$ cat src/rtl/core/lpbr_pkg.sv
// ----------------------------------------------------------------------------
// lpbr_pkg
// Shared types, constants and tables of the LED progress bar renderer.
// ----------------------------------------------------------------------------
package lpbr_pkg;

  localparam int MAX_LEDS   = 64;
  localparam int IDX_W      = $clog2(MAX_LEDS);
  localparam int CNT_W      = IDX_W + 1;
  localparam int LVL_W      = 16;
  localparam int PCT_W      = 7;
  localparam int ALPHA_W    = 17;
  localparam int COLOR_W    = 24;
  localparam int V_W        = 9;
  localparam int CFG_ADDR_W = 3;
  localparam int CFG_DATA_W = 24;
  localparam int IN_DATA_W  = 16;
  localparam int OUT_DATA_W = 32;

  localparam logic [PCT_W-1:0]   PCT_MAX        = 7'd100;
  localparam logic [ALPHA_W-1:0] ALPHA_ONE      = 17'd65536;
  localparam logic [LVL_W-1:0]   DONE_THRESHOLD = 16'd65209;
  localparam logic [LVL_W-1:0]   LVL_MAX        = 16'hFFFF;
  localparam logic [V_W-1:0]     FLOOR_V        = 9'd38;
  localparam logic [V_W-1:0]     FULL_V         = 9'd256;
  localparam logic [V_W-1:0]     PULSE_MID      = 9'd154;
  localparam logic [CNT_W-1:0]   LED_MAX        = CNT_W'(MAX_LEDS);

  // percent to Q1.16: floor(x / 100) as (x * ceil(2^30 / 100)) >> 30, exact for x < 2^23
  localparam logic [22:0] TGT_BIAS  = 23'd50;
  localparam logic [23:0] TGT_RECIP = 24'd10737419;
  localparam int          TGT_SHIFT = 30;
  localparam logic [33:0] GLIDE_RND = 34'd32768;

  localparam logic [COLOR_W-1:0] BAR_COLOR_RST  = 24'h00A0FF;
  localparam logic [COLOR_W-1:0] DONE_COLOR_RST = 24'h00FF40;
  localparam logic [ALPHA_W-1:0] ALPHA_RST      = 17'd5190;
  localparam logic [CNT_W-1:0]   LED_COUNT_RST  = 7'd10;

  typedef enum logic [CFG_ADDR_W-1:0] {
    REG_BAR_COLOR   = 3'd0,
    REG_DONE_COLOR  = 3'd1,
    REG_GLIDE_ALPHA = 3'd2,
    REG_LED_COUNT   = 3'd3
  } lpbr_reg_t;

  typedef enum logic [2:0] {
    ST_IDLE,
    ST_TGT,
    ST_GLIDE,
    ST_UPD,
    ST_POS,
    ST_PIX
  } lpbr_state_t;

  typedef struct packed {
    logic load_in;
    logic tgt_mul;
    logic glide_mul;
    logic lvl_upd;
    logic pos_mul;
    logic emit;
  } lpbr_cmd_t;

  typedef struct packed {
    logic out_free;
    logic last_idx;
  } lpbr_sts_t;

  function automatic logic [6:0] quarter_sine(input logic [6:0] j);
    logic [6:0] a;
    unique case (j)
      7'd0:  a = 7'd0;   7'd1:  a = 7'd3;   7'd2:  a = 7'd5;   7'd3:  a = 7'd8;
      7'd4:  a = 7'd10;  7'd5:  a = 7'd13;  7'd6:  a = 7'd15;  7'd7:  a = 7'd18;
      7'd8:  a = 7'd20;  7'd9:  a = 7'd22;  7'd10: a = 7'd25;  7'd11: a = 7'd27;
      7'd12: a = 7'd30;  7'd13: a = 7'd32;  7'd14: a = 7'd34;  7'd15: a = 7'd37;
      7'd16: a = 7'd39;  7'd17: a = 7'd41;  7'd18: a = 7'd44;  7'd19: a = 7'd46;
      7'd20: a = 7'd48;  7'd21: a = 7'd50;  7'd22: a = 7'd53;  7'd23: a = 7'd55;
      7'd24: a = 7'd57;  7'd25: a = 7'd59;  7'd26: a = 7'd61;  7'd27: a = 7'd63;
      7'd28: a = 7'd65;  7'd29: a = 7'd67;  7'd30: a = 7'd69;  7'd31: a = 7'd71;
      7'd32: a = 7'd72;  7'd33: a = 7'd74;  7'd34: a = 7'd76;  7'd35: a = 7'd78;
      7'd36: a = 7'd79;  7'd37: a = 7'd81;  7'd38: a = 7'd82;  7'd39: a = 7'd84;
      7'd40: a = 7'd85;  7'd41: a = 7'd87;  7'd42: a = 7'd88;  7'd43: a = 7'd89;
      7'd44: a = 7'd90;  7'd45: a = 7'd91;  7'd46: a = 7'd93;  7'd47: a = 7'd94;
      7'd48: a = 7'd95;  7'd49: a = 7'd96;  7'd50: a = 7'd96;  7'd51: a = 7'd97;
      7'd52: a = 7'd98;  7'd53: a = 7'd99;  7'd54: a = 7'd99;  7'd55: a = 7'd100;
      7'd56: a = 7'd100; 7'd57: a = 7'd101; 7'd58: a = 7'd101;
      default: a = 7'd102;
    endcase
    return a;
  endfunction

  // 154 +/- folded quarter wave, one full period over 256 phase steps
  function automatic logic [V_W-1:0] pulse_level(input logic [7:0] phase);
    logic [6:0] j;
    logic [6:0] a;
    j = {1'b0, phase[5:0]};
    a = phase[6] ? quarter_sine(7'd64 - j) : quarter_sine(j);
    return phase[7] ? PULSE_MID - {2'b00, a} : PULSE_MID + {2'b00, a};
  endfunction

endpackage

$ cat src/rtl/core/lpbr_ctrl.sv
// ----------------------------------------------------------------------------
// lpbr_ctrl
// Frame sequencer: accepts a request, walks the setup steps, then paces pixels.
// ----------------------------------------------------------------------------
module lpbr_ctrl (
  input  logic              clk,
  input  logic              rst_n,
  input  logic              in_tvalid,
  output logic              in_tready,
  input  lpbr_pkg::lpbr_sts_t sts,
  output lpbr_pkg::lpbr_cmd_t cmd,
  output lpbr_pkg::lpbr_state_t state
);
  import lpbr_pkg::*;

  lpbr_state_t state_r, state_nxt;

  always_ff @(posedge clk) begin
    if (!rst_n) begin
      state_r <= ST_IDLE;
    end else begin
      state_r <= state_nxt;
    end
  end

  always_comb begin
    state_nxt = state_r;
    unique case (state_r)
      ST_IDLE:  if (in_tvalid) state_nxt = ST_TGT;
      ST_TGT:   state_nxt = ST_GLIDE;
      ST_GLIDE: state_nxt = ST_UPD;
      ST_UPD:   state_nxt = ST_POS;
      ST_POS:   state_nxt = ST_PIX;
      ST_PIX:   if (sts.out_free && sts.last_idx) state_nxt = ST_IDLE;
      default:  state_nxt = ST_IDLE;
    endcase
  end

  always_comb begin
    cmd       = '0;
    in_tready = 1'b0;
    unique case (state_r)
      ST_IDLE: begin
        in_tready   = 1'b1;
        cmd.load_in = in_tvalid;
      end
      ST_TGT:   cmd.tgt_mul   = 1'b1;
      ST_GLIDE: cmd.glide_mul = 1'b1;
      ST_UPD:   cmd.lvl_upd   = 1'b1;
      ST_POS:   cmd.pos_mul   = 1'b1;
      ST_PIX:   cmd.emit      = sts.out_free;
      default:  cmd = '0;
    endcase
  end

  assign state = state_r;

endmodule

$ cat src/rtl/core/lpbr_dp.sv
// ----------------------------------------------------------------------------
// lpbr_dp
// Datapath: registers, target scaling, glide filter, bar geometry, pixel output.
// ----------------------------------------------------------------------------
module lpbr_dp (
  input  logic                              clk,
  input  logic                              rst_n,
  input  logic                              cfg_we,
  input  logic [lpbr_pkg::CFG_ADDR_W-1:0]   cfg_addr,
  input  logic [lpbr_pkg::CFG_DATA_W-1:0]   cfg_wdata,
  input  logic [lpbr_pkg::IN_DATA_W-1:0]    in_tdata,
  input  logic                              in_tuser,
  output logic                              out_tvalid,
  input  logic                              out_tready,
  output logic [lpbr_pkg::OUT_DATA_W-1:0]   out_tdata,
  output logic                              out_tlast,
  input  lpbr_pkg::lpbr_cmd_t               cmd,
  output lpbr_pkg::lpbr_sts_t               sts
);
  import lpbr_pkg::*;

  // configuration registers
  logic [COLOR_W-1:0] bar_color_r, done_color_r;
  logic [ALPHA_W-1:0] alpha_r;
  logic [CNT_W-1:0]   led_count_r;

  always_ff @(posedge clk) begin
    if (!rst_n) begin
      bar_color_r  <= BAR_COLOR_RST;
      done_color_r <= DONE_COLOR_RST;
      alpha_r      <= ALPHA_RST;
      led_count_r  <= LED_COUNT_RST;
    end else if (cfg_we) begin
      case (cfg_addr)
        REG_BAR_COLOR:   bar_color_r  <= cfg_wdata;
        REG_DONE_COLOR:  done_color_r <= cfg_wdata;
        REG_GLIDE_ALPHA: alpha_r      <= cfg_wdata[ALPHA_W-1:0];
        REG_LED_COUNT:   led_count_r  <= cfg_wdata[CNT_W-1:0];
        default: ;
      endcase
    end
  end

  // request fields
  logic [PCT_W-1:0] in_pct;
  logic [7:0]       in_phase;
  assign in_pct   = in_tdata[6:0];
  assign in_phase = in_tdata[14:7];

  logic [PCT_W-1:0]   tl_r;
  logic [7:0]         phase_r;
  logic [CNT_W-1:0]   n_r, n_eff;
  logic [ALPHA_W-1:0] alpha_eff;

  always_comb begin
    n_eff = led_count_r;
    if (led_count_r == '0) n_eff = CNT_W'(1);
    else if (led_count_r > LED_MAX) n_eff = LED_MAX;
  end
  assign alpha_eff = (alpha_r > ALPHA_ONE) ? ALPHA_ONE : alpha_r;

  always_ff @(posedge clk) begin
    if (!rst_n) begin
      tl_r <= '0;
    end else if (cmd.load_in && in_tuser) begin
      tl_r <= (in_pct > PCT_MAX) ? PCT_MAX : in_pct;
    end
  end

  always_ff @(posedge clk) begin
    if (cmd.load_in) begin
      phase_r <= in_phase;
      n_r     <= n_eff;
    end
  end

  // target in Q1.16 through a reciprocal multiply
  logic [22:0] tgt_num;
  logic [46:0] tmul_r;
  logic [16:0] tgt;
  assign tgt_num = {tl_r, 16'd0} + TGT_BIAS;
  assign tgt     = tmul_r[TGT_SHIFT+16:TGT_SHIFT];

  always_ff @(posedge clk) begin
    if (cmd.tgt_mul) tmul_r <= tgt_num * TGT_RECIP;
  end

  // glide step: magnitude of the gap times alpha, rounded
  logic [LVL_W-1:0] shown_r, shown_nxt;
  logic             up, up_r;
  logic [16:0]      gap;
  logic [33:0]      gmul_r, grnd;
  logic [16:0]      mag;
  logic [17:0]      sum_up;

  assign up  = tgt >= {1'b0, shown_r};
  assign gap = up ? tgt - {1'b0, shown_r} : {1'b0, shown_r} - tgt;

  always_ff @(posedge clk) begin
    if (cmd.glide_mul) begin
      gmul_r <= gap * alpha_eff;
      up_r   <= up;
    end
  end

  assign grnd   = gmul_r + GLIDE_RND;
  assign mag    = grnd[32:16];
  assign sum_up = {2'b00, shown_r} + {1'b0, mag};

  always_comb begin
    if (up_r) begin
      shown_nxt = (sum_up > {2'b00, LVL_MAX}) ? LVL_MAX : sum_up[LVL_W-1:0];
    end else begin
      shown_nxt = (mag > {1'b0, shown_r}) ? '0 : shown_r - mag[LVL_W-1:0];
    end
  end

  always_ff @(posedge clk) begin
    if (!rst_n) begin
      shown_r <= '0;
    end else if (cmd.lvl_upd) begin
      shown_r <= shown_nxt;
    end
  end

  // bar geometry and pulse brightness
  logic [22:0]      pos;
  logic [IDX_W-1:0] head_r, idx_r;
  logic [7:0]       frac_r;
  logic             done_r;
  logic [V_W-1:0]   pulse_r;

  assign pos = shown_r * n_r;

  always_ff @(posedge clk) begin
    if (cmd.pos_mul) begin
      head_r  <= pos[16+IDX_W-1:16];
      frac_r  <= pos[15:8];
      done_r  <= shown_r >= DONE_THRESHOLD;
      pulse_r <= pulse_level(phase_r);
    end
  end

  always_ff @(posedge clk) begin
    if (cmd.pos_mul) idx_r <= '0;
    else if (cmd.emit) idx_r <= idx_r + IDX_W'(1);
  end

  // pixel brightness and channel scaling
  logic [V_W-1:0]     v_bar, v;
  logic [COLOR_W-1:0] color;
  logic [16:0]        prod_r, prod_g, prod_b;
  logic               is_last;

  always_comb begin
    if (idx_r < head_r) v_bar = FULL_V;
    else if (idx_r == head_r) v_bar = {1'b0, frac_r};
    else v_bar = '0;
    if (v_bar < FLOOR_V) v_bar = FLOOR_V;
  end

  assign v      = done_r ? pulse_r : v_bar;
  assign color  = done_r ? done_color_r : bar_color_r;
  assign prod_r = color[23:16] * v;
  assign prod_g = color[15:8] * v;
  assign prod_b = color[7:0] * v;
  assign is_last = ({1'b0, idx_r} + CNT_W'(1)) == n_r;

  // output register
  logic                  out_valid_r, out_last_r;
  logic [OUT_DATA_W-1:0] out_data_r;

  always_ff @(posedge clk) begin
    if (!rst_n) begin
      out_valid_r <= 1'b0;
    end else if (cmd.emit) begin
      out_valid_r <= 1'b1;
    end else if (out_tready) begin
      out_valid_r <= 1'b0;
    end
  end

  always_ff @(posedge clk) begin
    if (cmd.emit) begin
      out_data_r <= {2'b00, prod_b[15:8], prod_g[15:8], prod_r[15:8], idx_r};
      out_last_r <= is_last;
    end
  end

  assign sts.out_free = !out_valid_r || out_tready;
  assign sts.last_idx = is_last;

  assign out_tvalid = out_valid_r;
  assign out_tdata  = out_data_r;
  assign out_tlast  = out_last_r;

endmodule

$ cat src/rtl/core/led_progress_bar_renderer_top.sv
// ----------------------------------------------------------------------------
// led_progress_bar_renderer_top
// LED progress bar renderer: glides a shown level and streams one pixel per LED.
// ----------------------------------------------------------------------------
// Usage:
//   in_*  : one request per frame tick; tdata carries target percent and pulse
//           phase, tuser says whether the target percent is taken.
//   out_* : one pixel request per LED, LED 0 first; tlast marks the last LED.
//   cfg_* : register writes (bar color, done color, glide alpha, LED count),
//           only while no frame is in flight.
// Sequence:
//   a frame runs through the accept cycle, four setup steps (target scaling,
//   glide multiply, level update, bar position multiply), then one pixel per
//   cycle from the pixel counter while the output register is free. The first
//   pixel is presented from the output register after the setup steps.
// Stalls: the pixel counter holds while a pixel is pending and out_tready is low;
//   the output register lets the next request be accepted while the last pixel waits.
// Reset: rst_n is synchronous, active low; registers return to their defaults,
//   shown level and target go to zero, no pixel is pending.
// ----------------------------------------------------------------------------
module led_progress_bar_renderer_top (
  input  logic        clk,
  input  logic        rst_n,
  input  logic        cfg_we,
  input  logic [2:0]  cfg_addr,
  input  logic [23:0] cfg_wdata,
  input  logic        in_tvalid,
  output logic        in_tready,
  input  logic [15:0] in_tdata,   // target_percent[6:0], pulse_phase[14:7]
  input  logic        in_tuser,   // target_valid
  output logic        out_tvalid,
  input  logic        out_tready,
  output logic [31:0] out_tdata,  // pixel_index[5:0], red[13:6], green[21:14], blue[29:22]
  output logic        out_tlast
);
  import lpbr_pkg::*;

  lpbr_cmd_t   cmd;
  lpbr_sts_t   sts;
  lpbr_state_t state;

  lpbr_ctrl u_ctrl (
    .clk       (clk),
    .rst_n     (rst_n),
    .in_tvalid (in_tvalid),
    .in_tready (in_tready),
    .sts       (sts),
    .cmd       (cmd),
    .state     (state)
  );

  lpbr_dp u_dp (
    .clk        (clk),
    .rst_n      (rst_n),
    .cfg_we     (cfg_we),
    .cfg_addr   (cfg_addr),
    .cfg_wdata  (cfg_wdata),
    .in_tdata   (in_tdata),
    .in_tuser   (in_tuser),
    .out_tvalid (out_tvalid),
    .out_tready (out_tready),
    .out_tdata  (out_tdata),
    .out_tlast  (out_tlast),
    .cmd        (cmd),
    .sts        (sts)
  );

  // a pending pixel that is not the last one keeps the input closed
  a_no_accept_mid_frame: assert property (@(posedge clk) disable iff (!rst_n)
    (out_tvalid && !out_tlast) |-> !in_tready)
    else $error("request accepted while a frame is still being emitted");

  // pixel indices run up by one within a frame
  a_index_step: assert property (@(posedge clk) disable iff (!rst_n)
    (out_tvalid && out_tready && !out_tlast) |=>
      (!out_tvalid || out_tdata[5:0] == $past(out_tdata[5:0]) + 6'd1))
    else $error("pixel index did not advance by one");

  // after an accept the sequencer leaves idle and starts setup
  a_setup_follows: assert property (@(posedge clk) disable iff (!rst_n)
    (in_tvalid && in_tready) |=> (state == ST_TGT && !in_tready))
    else $error("setup did not start after request");

endmodule

$ cat config.mk
export PLATFORM = sky130hd
export DESIGN_NAME = led_progress_bar_renderer_top
export DESIGN_NICKNAME = d
export VERILOG_FILES = /design/src/rtl/core/lpbr_pkg.sv /design/src/rtl/core/lpbr_ctrl.sv /design/src/rtl/core/lpbr_dp.sv /design/src/rtl/core/led_progress_bar_renderer_top.sv
export SDC_FILE = /design/constraint.sdc
export NUM_CORES = 2
export LEC_CHECK = 0
export ABC_CLOCK_PERIOD_IN_PS = 8990
export BUFFER_PORTS_ARGS = -buffer_cell sky130_fd_sc_hd__buf_2
export CORE_ASPECT_RATIO = 1.75
export CORE_MARGIN = 1.5
export CORE_UTILIZATION = 30
export CTS_CLUSTER_SIZE = 30
export DETAILED_ROUTE_END_ITERATION = 10
export SLEW_MARGIN = 25
export SYNTH_ARGS = -nofsm -noshare
export SYNTH_HDL_FRONTEND = slang
export SYNTH_SLANG_ARGS = --single-unit
export TNS_END_PERCENT = 100
$ cat constraint.sdc
create_clock -name clk -period 8.99 [get_ports clk]
set_input_delay 0.4495 -clock clk [delete_from_list [all_inputs] [get_ports clk]]
set_output_delay 0.4495 -clock clk [all_outputs]
set_load 0.05 [all_outputs]
==> results_dict.tcl <==
set metrics [dict create \
    cpMaxStageDelayCell "fa_1" \
    wl_per_cell_um 18.1 \
    fin_nets 5335 \
    die_x_um 266 \
    grt_antenna_before_repair 1 \
    htreeDepth 1 \
    clk_transition_reported_paths_ns 0.08 \
    synth_area_leaders "fa_1, ha_1, edfxtp_1, inv_1, dfxtp_1" \
    place.port_buffers 80 \
    ys_async_sr_fraction_pct 0 \
    cp.required_ns 9.33 \
    start_util_pct 30.2 \
    vias 29882 \
    seq_area_frac_synth_pct 14.9 \
    hold_violations 0 \
    core_mm2 0.121 \
    via_per_inst 5.00 \
    syn_to_final_growth_pct 10.9 \
    drtAntennaViolNets 0 \
    grt_pass1_wl_um 168000 \
    die_h_um 464 \
    path_class "flop to flop" \
    detail_route.drc_violations 0 \
    finalCritPeriodShare_pct 96.7 \
    critical-path-max-stage-delay_ns 0.65 \
    io_pins 84 \
    synth_cell_type_count 102 \
    yosysTopAreaCellShare_pct 24.3 \
    cts_made_buffers 27 \
    drtIter0Drc 1636 \
    synth_commonest_cells "inv_1, nand2_1, ha_1" \
    netlist_instances 4235 \
    synth_seq_cells 218 \
    endpoint_kind "flop" \
    cp_common_cell "fa_1" \
    setup_viol 0 \
    avgSynthCellArea_um2 8.60 \
    final_cells 5973 \
    yosys_most_used_dff "dfxtp_1" \
    path_buf_inv 9 \
    grt_max_degree 49 \
    hpwl_um 89100 \
    clock-sinks 218 \
    drv_cap 0 \
    worst_pin_slew_ns 1.10 \
    dp.cells 5918 \
    max_freq_ghz 0.115 \
    fp-row-count 169 \
    drt-pass1-iter-count 8 \
    worst_slew_margin_rel_pct 26.3 \
    cts_max_path_buffers 3 \
    synth_edf_count 106 \
    worstSkewPairLatency_ns 0.61 \
    synth_area_mm2 0.0364 \
    dieArea_mm2 0.124 \
    yosysMostFrequentCell "inv_1" \
    synth_top_area_cell "fa_1" \
    finalMaxSlewViolations 0 \
    grt_pass1_vias 31279 \
    hold_path_class "input port to flop" \
    status "finished, final reports clean" \
    skew_ns 0.0243 \
    globalplace.congestion 0.933 \
    yosys_warnings 0 \
    final_layout_size_suffix_gt1_share_pct 8.90 \
    cp_max_fo 13 \
    rsz0062_at_grt "true" \
    cts_tree "done" \
    grt_usage_pct 17.5 \
    worstPathArrival_ns 9.03 \
    grt_overflow 0 \
    cp-start-kind "flop" \
    clockRootBuffer "clkbuf_16" \
    cpLargestDelayFamily "adder cells" \
    fillers 12543 \
    routed_wl_um 108000 \
    period_minus_slack_ns 8.69 \
]
-- layout by cell type (no fill, tap or decap), drive strengths merged, types with 50 or more instances in the layout --
| master | n |
|---|---|
| a21oi | 217 |
| and2 | 89 |
| buf | 232 |
| dfxtp | 112 |
| edfxtp | 106 |
| fa | 442 |
| ha | 517 |
| inv | 728 |
| nand2 | 555 |
| nand3 | 84 |
| nor2 | 323 |
| nor2b | 50 |
| nor3 | 51 |
| o21ai | 121 |
| xnor2 | 90 |
-- final timing paths --
| check | startpoint | end | slack, ns | depth (start not counted) |
|---|---|---|---|---|
| max reg2reg | u_dp.shown_r[7] | u_dp.gmul_r[32] | 0.30 | 30 |
| max | u_dp.shown_r[7] | u_dp.gmul_r[32] | 0.30 | 30 |
| min reg2reg | u_dp.bar_color_r[14] | u_dp.bar_color_r[14] | 0.47 | 2 |
| min | in_tdata[10] | u_dp.phase_r[3] | 0.04 | 1 |
-- timing repair --
| action | 4_1_cts | 5_1_grt |
|---|---|---|
| endpoints found under the hold margin | 2 | 0 |
| pin swaps | 0 | 3 |
| hold buffers | 2 | 0 |
| endpoints found under the setup margin | 6 | 10 |
| gates resized for setup | 7 | 14 |
| buffers inserted | 0 | 2 |
-- state kept, by name, indices dropped and copies added (netlist names), 8 cells and up, named ones only --
name / count
u_dp.pulse_r: 9
u_dp.frac_r: 8
u_dp.gmul_r: 18
u_dp.bar_color_r: 24
u_dp.out_tdata: 30
u_dp.phase_r: 8
u_dp.shown_r: 16
u_dp.tmul_r: 17
u_dp.done_color_r: 24
u_dp.alpha_r: 17
-- metrics by stage --
step                      setup WS (ns)  hold WS [ns]  area (um2)  util (%)  TNS (ns)
after floorplan                   0.375         0.435       36400         -         0
after CTS                        0.0369       0.00103       40300      33.4         0
after global routing            -0.0416        0.0296       40400      33.5    -0.155
after detailed placement         -0.218         0.458       39300      32.6    -0.367
after global placement          -0.0999         0.448       39300      32.6   -0.0999
final                             0.295        0.0381       40400      33.5         0
-- per-layer routing --
layer	share of wire, %	track usage, %	routed length [um]	vias up
met5	0.018	0	19	-
met4	8.4	12.8	9120	2
met3	3.7	1.40	3980	395
met2	54	33.9	58700	869
met1	33	16.9	36100	14669
li1	-	-	-	13947
-- cells by family after synthesis --
group           share of synthesized area (%)
fa+ha+maj                                42.0
buf+inv                                  9.45
other cells                            0.0103
mux                                      2.23
xor+xnor                                 3.62
compound gates                           11.2
flops                                    14.9
simple gates                             16.6
-- final cells by class --
type	count	area, um2	share of cell area [%]
flip-flops and latches	218	5430	13.4
multi-input cells	3126	27700	68.6
well taps	1624	2030	5.03
diodes	1	2.50	0.00619
clock inverters	19	190	0.471
clock buffers	31	712	1.76
repair buffers	234	1630	4.03
inverters	720	2700	6.69
Power is left out: the tool's default activity adds up to more than one toggle a clock period on the data nets, which glitch-free logic cannot reach.
